### src/rtl/core/iir_direct_form_two_filter_top_macros.svh
// Assertion helpers. The using module provides clock and reset.
`ifndef IIR_DIRECT_FORM_TWO_FILTER_TOP_MACROS_SVH
`define IIR_DIRECT_FORM_TWO_FILTER_TOP_MACROS_SVH

// Same-cycle implication.
`define IIRDF2_ASSERT_NOW(label, ante, cons, msg) \
   label: assert property (@(posedge clock) disable iff (reset) (ante) |-> (cons)) \
      else $error(msg);

// Next-cycle implication.
`define IIRDF2_ASSERT_NEXT(label, ante, cons, msg) \
   label: assert property (@(posedge clock) disable iff (reset) (ante) |=> (cons)) \
      else $error(msg);

`endif

### src/rtl/core/iirdf2_pkg.sv
`timescale 1ns / 1ps
package iirdf2_pkg;

   localparam int COEF_WIDTH = 16;
   localparam int CNT_W      = $clog2(COEF_WIDTH);
   localparam int CSR_IDX_W  = 3;
   localparam int CSR_DATA_W = 64;
   localparam int DENOM_HI_W = 48;
   localparam int ORDER_W    = 3;

   localparam logic [CSR_DATA_W-1:0] NUMER_LO_RESET = 64'd8192; // b0 = 1.0

   typedef enum logic [CSR_IDX_W-1:0] {
      CSR_ORDER    = 3'd0,
      CSR_ENABLE   = 3'd1,
      CSR_NUMER_LO = 3'd2,
      CSR_NUMER_HI = 3'd3,
      CSR_DENOM_LO = 3'd4,
      CSR_DENOM_HI = 3'd5
   } csr_index_type;

   typedef enum logic [2:0] {
      S_IDLE,
      S_ASTART,
      S_AWAIT,
      S_WROUND,
      S_BSTART,
      S_BWAIT,
      S_YROUND,
      S_EMIT
   } state_type;

   typedef struct packed {
      logic load;
      logic start;
      logic negate;
   } mac_ctl_type;

   typedef struct packed {
      logic busy;
      logic done;
   } mac_sts_type;

   typedef struct packed {
      logic clear;
      logic shift;
   } hist_ctl_type;

   // One Q3.13 field out of a packed 64-bit word, slot 0 lowest
   function automatic logic signed [COEF_WIDTH-1:0] coef_field(
      input logic [CSR_DATA_W-1:0] packed_word,
      input logic [1:0]            slot
   );
      logic signed [COEF_WIDTH-1:0] f;
      unique case (slot)
         2'd0: f = packed_word[15:0];
         2'd1: f = packed_word[31:16];
         2'd2: f = packed_word[47:32];
         2'd3: f = packed_word[63:48];
      endcase
      return f;
   endfunction

endpackage

### src/rtl/core/iirdf2_if.sv
`timescale 1ns / 1ps
interface iirdf2_req_if #(parameter int SAMPLE_WIDTH = 16);
   logic                           valid;
   logic                           ready;
   logic                           op;
   logic signed [SAMPLE_WIDTH-1:0] sample_in;

   modport source (output valid, output op, output sample_in, input ready);
   modport sink   (input valid, input op, input sample_in, output ready);
endinterface

interface iirdf2_rsp_if #(parameter int SAMPLE_WIDTH = 16);
   logic                           valid;
   logic                           ready;
   logic signed [SAMPLE_WIDTH-1:0] sample_out;
   logic                           saturated;

   modport source (output valid, output sample_out, output saturated, input ready);
   modport sink   (input valid, input sample_out, input saturated, output ready);
endinterface

interface iirdf2_csr_if;
   import iirdf2_pkg::*;
   logic                  valid;
   logic                  ready;
   logic [CSR_IDX_W-1:0]  index;
   logic [CSR_DATA_W-1:0] data;

   modport source (output valid, output index, output data, input ready);
   modport sink   (input valid, input index, input data, output ready);
endinterface

### src/rtl/core/iirdf2_mac.sv
`timescale 1ns / 1ps
// Bit-serial multiply-accumulate: one coefficient bit per cycle.
module iirdf2_mac #(
   parameter int ACC_W  = 44,
   parameter int WORD_W = 24
) (
   input  logic                                 clock,
   input  logic                                 reset,
   input  iirdf2_pkg::mac_ctl_type              ctl,
   input  logic signed [ACC_W-1:0]              acc_init,
   input  logic signed [iirdf2_pkg::COEF_WIDTH-1:0] coef,
   input  logic signed [WORD_W-1:0]             word,
   output iirdf2_pkg::mac_sts_type              sts,
   output logic signed [ACC_W-1:0]              acc
);
   import iirdf2_pkg::*;

   logic                    run_ff, run_in;
   logic [CNT_W-1:0]        cnt_ff, cnt_in;
   logic signed [ACC_W-1:0] acc_ff, acc_in;
   logic signed [ACC_W-1:0] mcand_ff, mcand_in;
   logic [COEF_WIDTH-1:0]   mplier_ff, mplier_in;
   logic                    neg_ff, neg_in;
   logic signed [ACC_W-1:0] addend;
   logic                    last, sub;

   always_comb begin
      last   = run_ff && (cnt_ff == CNT_W'(COEF_WIDTH - 1));
      addend = mplier_ff[0] ? mcand_ff : '0;
      // top coefficient bit carries negative weight
      sub    = (cnt_ff == CNT_W'(COEF_WIDTH - 1)) ^ neg_ff;

      run_in    = run_ff;
      cnt_in    = cnt_ff;
      acc_in    = acc_ff;
      mcand_in  = mcand_ff;
      mplier_in = mplier_ff;
      neg_in    = neg_ff;

      if (ctl.load) begin
         acc_in = acc_init;
      end else if (run_ff) begin
         acc_in = sub ? (acc_ff - addend) : (acc_ff + addend);
      end

      if (ctl.start) begin
         run_in    = 1'b1;
         cnt_in    = '0;
         mcand_in  = {{(ACC_W - WORD_W){word[WORD_W-1]}}, word};
         mplier_in = coef;
         neg_in    = ctl.negate;
      end else if (run_ff) begin
         cnt_in    = cnt_ff + 1'b1;
         mcand_in  = mcand_ff <<< 1;
         mplier_in = mplier_ff >> 1;
         if (last) begin
            run_in = 1'b0;
         end
      end
   end

   always_ff @(posedge clock) begin
      if (reset) begin
         run_ff <= 1'b0;
         cnt_ff <= '0;
      end else begin
         run_ff <= run_in;
         cnt_ff <= cnt_in;
      end
      acc_ff    <= acc_in;
      mcand_ff  <= mcand_in;
      mplier_ff <= mplier_in;
      neg_ff    <= neg_in;
   end

   assign sts.busy = run_ff;
   assign sts.done = last;
   assign acc      = acc_ff;

endmodule

### src/rtl/core/iirdf2_round.sv
`timescale 1ns / 1ps
// Round half up at the binary point, then clip to OUT_W signed.
module iirdf2_round #(
   parameter int IN_W  = 44,
   parameter int OUT_W = 24,
   parameter int FRAC  = 13
) (
   input  logic signed [IN_W-1:0]  acc,
   output logic signed [OUT_W-1:0] value,
   output logic                    clipped
);
   localparam logic signed [IN_W-1:0] HALF =
      {{(IN_W - FRAC){1'b0}}, 1'b1, {(FRAC - 1){1'b0}}};
   localparam logic signed [IN_W-1:0] HI =
      {{(IN_W - OUT_W + 1){1'b0}}, {(OUT_W - 1){1'b1}}};
   localparam logic signed [IN_W-1:0] LO =
      {{(IN_W - OUT_W + 1){1'b1}}, {(OUT_W - 1){1'b0}}};

   logic signed [IN_W-1:0] rsum;
   logic signed [IN_W-1:0] q;

   always_comb begin
      rsum = acc + HALF;
      q    = rsum >>> FRAC;
      if (q > HI) begin
         value   = HI[OUT_W-1:0];
         clipped = 1'b1;
      end else if (q < LO) begin
         value   = LO[OUT_W-1:0];
         clipped = 1'b1;
      end else begin
         value   = q[OUT_W-1:0];
         clipped = 1'b0;
      end
   end

endmodule

### src/rtl/core/iirdf2_hist.sv
`timescale 1ns / 1ps
// Delay line w[1..MAX_ORDER]; shifts only taps up to the order in use.
module iirdf2_hist #(
   parameter int MAX_ORDER = 7,
   parameter int HIST_W    = 24,
   parameter int TAP_W     = 3
) (
   input  logic                     clock,
   input  logic                     reset,
   input  iirdf2_pkg::hist_ctl_type ctl,
   input  logic [TAP_W-1:0]         n,
   input  logic signed [HIST_W-1:0] w0,
   input  logic [TAP_W-1:0]         rd_tap,
   output logic signed [HIST_W-1:0] rd_word
);
   import iirdf2_pkg::*;

   logic signed [HIST_W-1:0] hist_ff [1:MAX_ORDER];
   logic signed [HIST_W-1:0] hist_in [1:MAX_ORDER];

   always_comb begin
      for (int i = 1; i <= MAX_ORDER; i++) begin
         hist_in[i] = hist_ff[i];
      end
      if (ctl.clear) begin
         for (int i = 1; i <= MAX_ORDER; i++) begin
            hist_in[i] = '0;
         end
      end else if (ctl.shift) begin
         for (int i = 2; i <= MAX_ORDER; i++) begin
            if (TAP_W'(i) <= n) begin
               hist_in[i] = hist_ff[i-1];
            end
         end
         if (n != '0) begin
            hist_in[1] = w0;
         end
      end
   end

   always_comb begin
      rd_word = '0;
      for (int i = 1; i <= MAX_ORDER; i++) begin
         if (rd_tap == TAP_W'(i)) begin
            rd_word = hist_ff[i];
         end
      end
   end

   always_ff @(posedge clock) begin
      if (reset) begin
         for (int i = 1; i <= MAX_ORDER; i++) begin
            hist_ff[i] <= '0;
         end
      end else begin
         for (int i = 1; i <= MAX_ORDER; i++) begin
            hist_ff[i] <= hist_in[i];
         end
      end
   end

endmodule

### src/rtl/core/iir_direct_form_two_filter_top.sv
`timescale 1ns / 1ps
// Direct Form II IIR filter, fixed point. A request with op 0 filters one
// sample: w0 = round(x - sum a[i]*w[i]) clipped to SAMPLE_WIDTH+8 bits, then
// y = round(sum b[i]*w[i], i = 0..n) clipped to SAMPLE_WIDTH bits, the delay
// line moves up by one tap and y is returned; saturated flags either clip.
// A request with op 1 zeroes the history and returns nothing. With the
// filter disabled the sample comes straight back and the history is kept.
// Coefficients are Q3.13 (8192 = 1.0): b0..b7 and a1..a7 packed up to four
// to a register, lowest slot in the low bits. All products run through one
// bit-serial multiply-accumulate that takes one coefficient bit per cycle.
// Filtering runs a start and a wait state for each a tap, rounds w0, runs
// the pair again for each b tap, then rounds y and emits it. Pass-through
// goes straight to emit; a clear is done on acceptance. The result sits in
// an output register, so a new request is taken while the previous result
// waits to be collected. Configuration registers may be written only while
// no request is in progress.
module iir_direct_form_two_filter_top #(
   parameter int MAX_ORDER      = 7,
   parameter int SAMPLE_WIDTH   = 16,
   parameter int COEF_FRAC_BITS = 13
) (
   input  logic         clock,
   input  logic         reset,
   iirdf2_req_if.sink   req_bus,
   iirdf2_rsp_if.source rsp_bus,
   iirdf2_csr_if.sink   csr_bus
);
   import iirdf2_pkg::*;

`include "iir_direct_form_two_filter_top_macros.svh"

   localparam int HIST_W = SAMPLE_WIDTH + 8;
   localparam int ACC_W  = HIST_W + COEF_WIDTH + 4;
   localparam int TAP_W  = $clog2(MAX_ORDER + 1);

   // configuration registers
   logic [ORDER_W-1:0]    order_ff;
   logic                  enable_ff;
   logic [CSR_DATA_W-1:0] numer_lo_ff, numer_hi_ff, denom_lo_ff;
   logic [DENOM_HI_W-1:0] denom_hi_ff;

   // sequencer
   state_type                  state_ff, state_in;
   logic [TAP_W-1:0]           tap_ff, tap_in;
   logic [TAP_W-1:0]           n_ff, n_in, n_req;
   logic signed [HIST_W-1:0]   w0_ff, w0_in;
   logic                       satw_ff, satw_in;
   logic signed [SAMPLE_WIDTH-1:0] res_ff, res_in;
   logic                       ressat_ff, ressat_in;

   // output register
   logic                       rsp_valid_ff, rsp_valid_in;
   logic signed [SAMPLE_WIDTH-1:0] rsp_data_ff, rsp_data_in;
   logic                       rsp_sat_ff, rsp_sat_in;

   mac_ctl_type                mac_ctl;
   mac_sts_type                mac_sts;
   hist_ctl_type               hist_ctl;
   logic signed [ACC_W-1:0]    acc_init, acc;
   logic signed [COEF_WIDTH-1:0] coef_a, coef_b, mac_coef;
   logic signed [HIST_W-1:0]   hist_rd, mac_word;
   logic signed [HIST_W-1:0]   w_round;
   logic signed [SAMPLE_WIDTH-1:0] y_round;
   logic                       w_clip, y_clip;
   logic [2:0]                 cidx, aslot;
   logic                       req_fire;

   assign req_fire      = req_bus.valid && req_bus.ready;
   assign req_bus.ready = (state_ff == S_IDLE);
   assign csr_bus.ready = 1'b1;

   assign rsp_bus.valid      = rsp_valid_ff;
   assign rsp_bus.sample_out = rsp_data_ff;
   assign rsp_bus.saturated  = rsp_sat_ff;

   // order beyond the delay line depth is taken as the full depth
   assign n_req = (int'(order_ff) > MAX_ORDER) ? TAP_W'(MAX_ORDER) : TAP_W'(order_ff);

   // ---- configuration writes ----
   always_ff @(posedge clock) begin
      if (reset) begin
         order_ff    <= '0;
         enable_ff   <= 1'b0;
         numer_lo_ff <= NUMER_LO_RESET;
         numer_hi_ff <= '0;
         denom_lo_ff <= '0;
         denom_hi_ff <= '0;
      end else if (csr_bus.valid && csr_bus.ready) begin
         unique case (csr_bus.index)
            CSR_ORDER:    order_ff    <= csr_bus.data[ORDER_W-1:0];
            CSR_ENABLE:   enable_ff   <= csr_bus.data[0];
            CSR_NUMER_LO: numer_lo_ff <= csr_bus.data;
            CSR_NUMER_HI: numer_hi_ff <= csr_bus.data;
            CSR_DENOM_LO: denom_lo_ff <= csr_bus.data;
            CSR_DENOM_HI: denom_hi_ff <= csr_bus.data[DENOM_HI_W-1:0];
            default: ; // unused indexes ignored
         endcase
      end
   end

   // ---- coefficient and operand selection ----
   always_comb begin
      cidx   = 3'(tap_ff);
      aslot  = cidx - 3'd1;   // a1 sits in slot 0
      coef_b = cidx[2] ? coef_field(numer_hi_ff, cidx[1:0])
                       : coef_field(numer_lo_ff, cidx[1:0]);
      coef_a = aslot[2] ? coef_field({{(CSR_DATA_W - DENOM_HI_W){1'b0}}, denom_hi_ff},
                                     aslot[1:0])
                        : coef_field(denom_lo_ff, aslot[1:0]);
      mac_coef = (state_ff == S_ASTART) ? coef_a : coef_b;
      // tap 0 of the numerator pass is the fresh w0
      mac_word = (tap_ff == '0) ? w0_ff : hist_rd;
      acc_init = (state_ff == S_IDLE)
         ? ({{(ACC_W - SAMPLE_WIDTH){req_bus.sample_in[SAMPLE_WIDTH-1]}},
             req_bus.sample_in} <<< COEF_FRAC_BITS)
         : '0;
   end

   // ---- sequencer ----
   always_ff @(posedge clock) begin
      if (reset) begin
         state_ff     <= S_IDLE;
         rsp_valid_ff <= 1'b0;
      end else begin
         state_ff     <= state_in;
         rsp_valid_ff <= rsp_valid_in;
      end
      tap_ff      <= tap_in;
      n_ff        <= n_in;
      w0_ff       <= w0_in;
      satw_ff     <= satw_in;
      res_ff      <= res_in;
      ressat_ff   <= ressat_in;
      rsp_data_ff <= rsp_data_in;
      rsp_sat_ff  <= rsp_sat_in;
   end

   always_comb begin
      state_in     = state_ff;
      tap_in       = tap_ff;
      n_in         = n_ff;
      w0_in        = w0_ff;
      satw_in      = satw_ff;
      res_in       = res_ff;
      ressat_in    = ressat_ff;
      rsp_valid_in = rsp_valid_ff && !rsp_bus.ready;
      rsp_data_in  = rsp_data_ff;
      rsp_sat_in   = rsp_sat_ff;
      mac_ctl      = '0;
      hist_ctl     = '0;

      unique case (state_ff)
         S_IDLE: begin
            if (req_fire) begin
               if (req_bus.op) begin
                  hist_ctl.clear = 1'b1;
               end else if (!enable_ff) begin
                  res_in    = req_bus.sample_in;
                  ressat_in = 1'b0;
                  state_in  = S_EMIT;
               end else begin
                  mac_ctl.load = 1'b1;       // acc = x scaled to Q.13
                  n_in         = n_req;
                  tap_in       = TAP_W'(1);
                  state_in     = (n_req == '0) ? S_WROUND : S_ASTART;
               end
            end
         end
         S_ASTART: begin
            mac_ctl.start  = 1'b1;
            mac_ctl.negate = 1'b1;
            state_in       = S_AWAIT;
         end
         S_AWAIT: begin
            if (mac_sts.done) begin
               if (tap_ff == n_ff) begin
                  state_in = S_WROUND;
               end else begin
                  tap_in   = tap_ff + 1'b1;
                  state_in = S_ASTART;
               end
            end
         end
         S_WROUND: begin
            w0_in        = w_round;
            satw_in      = w_clip;
            mac_ctl.load = 1'b1;             // clear for the numerator pass
            tap_in       = '0;
            state_in     = S_BSTART;
         end
         S_BSTART: begin
            mac_ctl.start = 1'b1;
            state_in      = S_BWAIT;
         end
         S_BWAIT: begin
            if (mac_sts.done) begin
               if (tap_ff == n_ff) begin
                  state_in = S_YROUND;
               end else begin
                  tap_in   = tap_ff + 1'b1;
                  state_in = S_BSTART;
               end
            end
         end
         S_YROUND: begin
            res_in         = y_round;
            ressat_in      = satw_ff | y_clip;
            hist_ctl.shift = 1'b1;
            state_in       = S_EMIT;
         end
         S_EMIT: begin
            if (!rsp_valid_ff || rsp_bus.ready) begin
               rsp_valid_in = 1'b1;
               rsp_data_in  = res_ff;
               rsp_sat_in   = ressat_ff;
               state_in     = S_IDLE;
            end
         end
      endcase
   end

   // ---- datapath units ----
   iirdf2_mac #(
      .ACC_W  (ACC_W),
      .WORD_W (HIST_W)
   ) u_mac (
      .clock    (clock),
      .reset    (reset),
      .ctl      (mac_ctl),
      .acc_init (acc_init),
      .coef     (mac_coef),
      .word     (mac_word),
      .sts      (mac_sts),
      .acc      (acc)
   );

   iirdf2_hist #(
      .MAX_ORDER (MAX_ORDER),
      .HIST_W    (HIST_W),
      .TAP_W     (TAP_W)
   ) u_hist (
      .clock   (clock),
      .reset   (reset),
      .ctl     (hist_ctl),
      .n       (n_ff),
      .w0      (w0_ff),
      .rd_tap  (tap_ff),
      .rd_word (hist_rd)
   );

   iirdf2_round #(
      .IN_W  (ACC_W),
      .OUT_W (HIST_W),
      .FRAC  (COEF_FRAC_BITS)
   ) u_round_w (
      .acc     (acc),
      .value   (w_round),
      .clipped (w_clip)
   );

   iirdf2_round #(
      .IN_W  (ACC_W),
      .OUT_W (SAMPLE_WIDTH),
      .FRAC  (COEF_FRAC_BITS)
   ) u_round_y (
      .acc     (acc),
      .value   (y_round),
      .clipped (y_clip)
   );

   // ---- checks ----
   `IIRDF2_ASSERT_NOW(a_done_in_wait, mac_sts.done, (state_ff == S_AWAIT) || (state_ff == S_BWAIT), "multiply finished outside a wait state")
   `IIRDF2_ASSERT_NOW(a_tap_bound, (state_ff != S_IDLE) && (state_ff != S_EMIT) && (state_ff != S_WROUND), tap_ff <= n_ff, "tap index beyond order")
   `IIRDF2_ASSERT_NEXT(a_clear_stays_idle, req_fire && req_bus.op, state_ff == S_IDLE, "clear request left idle")
   `IIRDF2_ASSERT_NEXT(a_bypass_emit, req_fire && !req_bus.op && !enable_ff, state_ff == S_EMIT, "pass-through did not go to emit")

endmodule

### src/flat_wrapper.sv
// flat-port wrapper written by rule: the top's interface ports become plain ports
module iir_direct_form_two_filter_top_flat import iirdf2_pkg::*;
#(
   parameter int MAX_ORDER      = 7,
   parameter int SAMPLE_WIDTH   = 16,
   parameter int COEF_FRAC_BITS = 13
)
  (clock, reset, req_bus_valid, req_bus_op, req_bus_sample_in, req_bus_ready, rsp_bus_valid, rsp_bus_sample_out, rsp_bus_saturated, rsp_bus_ready, csr_bus_valid, csr_bus_index, csr_bus_data, csr_bus_ready);
  iirdf2_req_if #(.SAMPLE_WIDTH(SAMPLE_WIDTH)) req_bus_i ();
  iirdf2_rsp_if #(.SAMPLE_WIDTH(SAMPLE_WIDTH)) rsp_bus_i ();
  iirdf2_csr_if csr_bus_i ();
  input  logic clock;
  input  logic reset;
  input wire logic [$bits(req_bus_i.valid)-1:0] req_bus_valid;
  input wire logic [$bits(req_bus_i.op)-1:0] req_bus_op;
  input wire logic [$bits(req_bus_i.sample_in)-1:0] req_bus_sample_in;
  output wire logic [$bits(req_bus_i.ready)-1:0] req_bus_ready;
  output wire logic [$bits(rsp_bus_i.valid)-1:0] rsp_bus_valid;
  output wire logic [$bits(rsp_bus_i.sample_out)-1:0] rsp_bus_sample_out;
  output wire logic [$bits(rsp_bus_i.saturated)-1:0] rsp_bus_saturated;
  input wire logic [$bits(rsp_bus_i.ready)-1:0] rsp_bus_ready;
  input wire logic [$bits(csr_bus_i.valid)-1:0] csr_bus_valid;
  input wire logic [$bits(csr_bus_i.index)-1:0] csr_bus_index;
  input wire logic [$bits(csr_bus_i.data)-1:0] csr_bus_data;
  output wire logic [$bits(csr_bus_i.ready)-1:0] csr_bus_ready;
  assign req_bus_i.valid = req_bus_valid;
  assign req_bus_i.op = req_bus_op;
  assign req_bus_i.sample_in = req_bus_sample_in;
  assign req_bus_ready = req_bus_i.ready;
  assign rsp_bus_valid = rsp_bus_i.valid;
  assign rsp_bus_sample_out = rsp_bus_i.sample_out;
  assign rsp_bus_saturated = rsp_bus_i.saturated;
  assign rsp_bus_i.ready = rsp_bus_ready;
  assign csr_bus_i.valid = csr_bus_valid;
  assign csr_bus_i.index = csr_bus_index;
  assign csr_bus_i.data = csr_bus_data;
  assign csr_bus_ready = csr_bus_i.ready;
  iir_direct_form_two_filter_top #(.MAX_ORDER(MAX_ORDER), .SAMPLE_WIDTH(SAMPLE_WIDTH), .COEF_FRAC_BITS(COEF_FRAC_BITS)) u_core (.clock(clock), .reset(reset), .req_bus(req_bus_i), .rsp_bus(rsp_bus_i), .csr_bus(csr_bus_i));
endmodule
### config.mk
export PLATFORM = sky130hd
export DESIGN_NAME = iir_direct_form_two_filter_top_flat
export DESIGN_NICKNAME = d
export VERILOG_FILES = /design/src/rtl/core/iirdf2_pkg.sv /design/src/rtl/core/iirdf2_if.sv /design/src/rtl/core/iirdf2_mac.sv /design/src/rtl/core/iirdf2_round.sv /design/src/rtl/core/iirdf2_hist.sv /design/src/rtl/core/iir_direct_form_two_filter_top.sv /design/src/flat_wrapper.sv
export VERILOG_INCLUDE_DIRS = /design/src /design/src/rtl/core
export SDC_FILE = /design/constraint.sdc
export NUM_CORES = 1
export LEC_CHECK = 0
export ABC_AREA = 0
export BUFFER_PORTS_ARGS = -buffer_cell sky130_fd_sc_hd__buf_2
export CAP_MARGIN = 20
export CORE_ASPECT_RATIO = 0.75
export CORE_UTILIZATION = 45
export DETAILED_ROUTE_END_ITERATION = 6
export SLEW_MARGIN = 20
export SYNTH_ARGS = -nofsm -noshare
export SYNTH_HDL_FRONTEND = slang
export SYNTH_HIERARCHICAL = 1
export SYNTH_SLANG_ARGS = --single-unit
### constraint.sdc
create_clock -name clock -period 5.9 [get_ports clock]
set_input_delay 1.18 -clock clock [delete_from_list [all_inputs] [get_ports clock]]
set_output_delay 1.18 -clock clock [all_outputs]
set_load 0.02 [all_outputs]
==> metrics.md <==
| Metric | Value |
|---|---|
| Total Wirelength | `96300 um` |
| Footprint of the multi-input gates | `0.0159 mm2` |
| Vias per cell | `5.87` |
| Final setup TNS | `0 ns` |
| Vias in the first global route | `24300` |
| Max-cap violations | `0` |
| FF/Latch Area | `0.0135 mm2` |
| TritonRoute pass-1 iters | `7` |
| Num rows | `83` |
| Worst R2R Path Depth | `16` |
| RSZ-0062 raised after global routing | `no` |
| DIE AREA | `0.0703 mm2` |
| Fill cells | `6566` |
| Share of layout cells above drive strength 1 | `11.7%` |
| Largest net degree at the start of global routing | `153` |
| Worst Path Arrival | `5.33 ns` |
| CTS Buf Count | `60` |
| Final Hold Vio Count | `0` |
| Lkg Pwr | `0.0115 uW` |
| Dpl cells | `4470` |
| Max frequency | `0.201 GHz` |
| Initial Utilization | `45.6%` |
| Slew margin rel. | `29.7%` |
| Post-route minimum period | `4.98 ns` |
| Clock Path Buffers | `3` |
| Crit path from | `u_core/u_mac/mcand_ff[10]` |
| Final net count | `3787` |
| First-pass GRT wire length | `149000 um` |
| Sinks on Clock Net | `591` |
| Final HPWL DP | `62400 um` |
| Cell Area, Synth | `0.0312 mm2` |
| Slew @ Worst Pin | `1.05 ns` |
| # setup viols final | `0` |
| Clock skew | `0.0389 ns` |
| Power per cell area | `534 mW/mm2` |
| FF-to-FF Start | `u_core/u_mac/mcand_ff[10]` |
| Via count | `26900` |
| Period Utilization, post-route | `84.4%` |
| Die Width | `306 um` |
| Post-CTS Repair Setup Buffers | `0` |
| R2R Path End | `u_core/u_mac/acc[40]` |
| Hold Path Class | `flop to flop` |
| CORE AREA | `0.0684 mm2` |
| H-tree Lvls | `2` |
| Final ANT Viol Nets | `0` |
| YS warnings | `6` |
| WL/cell | `21.0 um` |
| Worst setup EP type | `flop` |
| Syn avg cell area | `8.47 um2` |
| Maximum VDD drop | `0.000407 V` |
| Critical Path RT | `6.25 ns` |
| Root Buffer | `clkbuf_16` |
| Aggregate global routing overflow | `0` |
| Finished Layout Cells | `4590` |
| CTS clk-pin slew, worst paths | `0.06 ns` |
| Status | `finished, violations left` |
| Crit path kind | `flop to flop` |
| Critical Path Source Type | `flop` |
| Hold_sp | `u_core/res_ff[3]` |
| Gate Count Post-Synth | `3680` |
| Placer congestion estimate | `0.927` |
| Post-CTS Hold Buffers | `0` |
| Final Max Slew Viols | `0` |
| Final Core Density | `49.7%` |
| # IOs | `109` |
| Clock latency on the worst-skew pair | `0.67 ns` |
| R2R setup slack | `0.92 ns` |
| Initial DRC Count | `3136` |
| DR DRC count | `1` |
| Post_cts resized | `0` |
| CTS tree | `yes` |
| Failing checks | `design-rule violations` |
| Tot Pwr | `18200 uW` |
| Worst hold slack | `0.417 ns` |
| Worst setup path end | `u_core/u_mac/acc[40]` |
| Crit path max fanout | `11` |
| Synth-to-layout area growth | `9.12%` |
| All-Layer GR Usage | `26.7%` |
| Die height | `230 um` |
| IO Port Bufs | `107` |
| Initial antenna violation count | `7` |
## where the power goes
group,total (uW),switching (uW),internal (uW)
combinational,8100,5120,2980
sequential,6130,885,5240
clock,3940,1710,2220
total,18200,7720,10400
## sequential cells by signal (all words and copies together) (netlist names), 3 cells and up
name	count
u_core/rsp_bus.sample_out	16
u_core/numer_lo_ff	64
u_core/numer_hi_ff	64
u_core/denom_hi_ff	48
u_core/denom_lo_ff	64
u_core/u_mac/cnt_ff	4
u_core/cidx	3
u_core/u_hist/hist_ff	168
u_core/u_mac/mplier_ff	16
u_core/w0_ff	24
u_core/n_req	3
u_core/res_ff	16
u_core/u_mac/acc	44
u_core/n_ff	3
u_core/u_mac/mcand_ff	44
u_core/state_ff	3
## stage by stage
step | instance area, um2 | setup slack [ns]
floorplan | 31200 | 1.27
global placement | 31900 | 1.04
detailed placement | 31900 | 0.983
CTS | 34000 | 0.997
global route | 34000 | 0.491
finish | 34000 | 0.920
## layout make-up
cell class	count	share of cell area, %
diodes	5	0.0368
flip-flops and latches	591	39.8
repair buffers	156	2.80
multi-input cells	2704	46.7
well taps	892	3.28
clock inverters	29	0.986
inverters	131	1.45
clock buffers	82	4.93
## placed cells by master, fill, tap and decap left out, drive strengths merged, types with 17 or more instances in the layout
cell     count
a211o       19
a21o        23
a21oi      513
a221oi      23
a222oi      48
a22o        21
and2        23
and3        28
buf        154
clkbuf      84
clkinv      17
dfxtp      421
edfxtp     170
ha          53
inv        136
mux2        83
mux2i       35
nand2      970
nand3       82
nand3b      25
nand4       34
nand4b      24
nor2        97
nor3        28
nor4        26
o2111ai     21
o21ai      159
o221ai      23
xnor2       64
xor2        54
## critical path, stage by stage, from the launching register on
cell and delay [ns]:
edfxtp_1 0.42, or3_1 0.48, nand3b_1 0.19, a21oi_1 0.26
a21o_1 0.29, o21a_1 0.42, o21ai_0 0.26, xor2_1 0.23
ha_1 0.42, a21o_1 0.20, a21oi_1 0.21, o211ai_1 0.18
a2111oi_0 0.43, nand3_1 0.28, nand3_1 0.19, and3_1 0.17
o31ai_1 0.06
## routing by layer
layer  GRT usage (%)  up-vias  part of all wire, %
met5               0        -                0.044
met3            4.72      113                  8.5
met1            42.3    12900                   49
met4            6.50        6                  1.6
li1                -    12900                    -
met2            36.6     1050                   41
## how the worst min path moves through the flow
stage,endpoint,slack [ns],cells past startpoint
after CTS,u_core/rsp_bus.sample_out[3],0.42,0
after global routing,u_core/rsp_bus.sample_out[13],0.43,0
after detailed placement,u_core/rsp_bus.sample_out[3],0.40,0
final,u_core/rsp_bus.sample_out[3],0.42,0
after global placement,u_core/rsp_bus.sample_out[14],0.40,0
after floorplan,u_core/rsp_bus.sample_out[0],0.40,0
No activity file was read; power rests on OpenSTA's default activity.
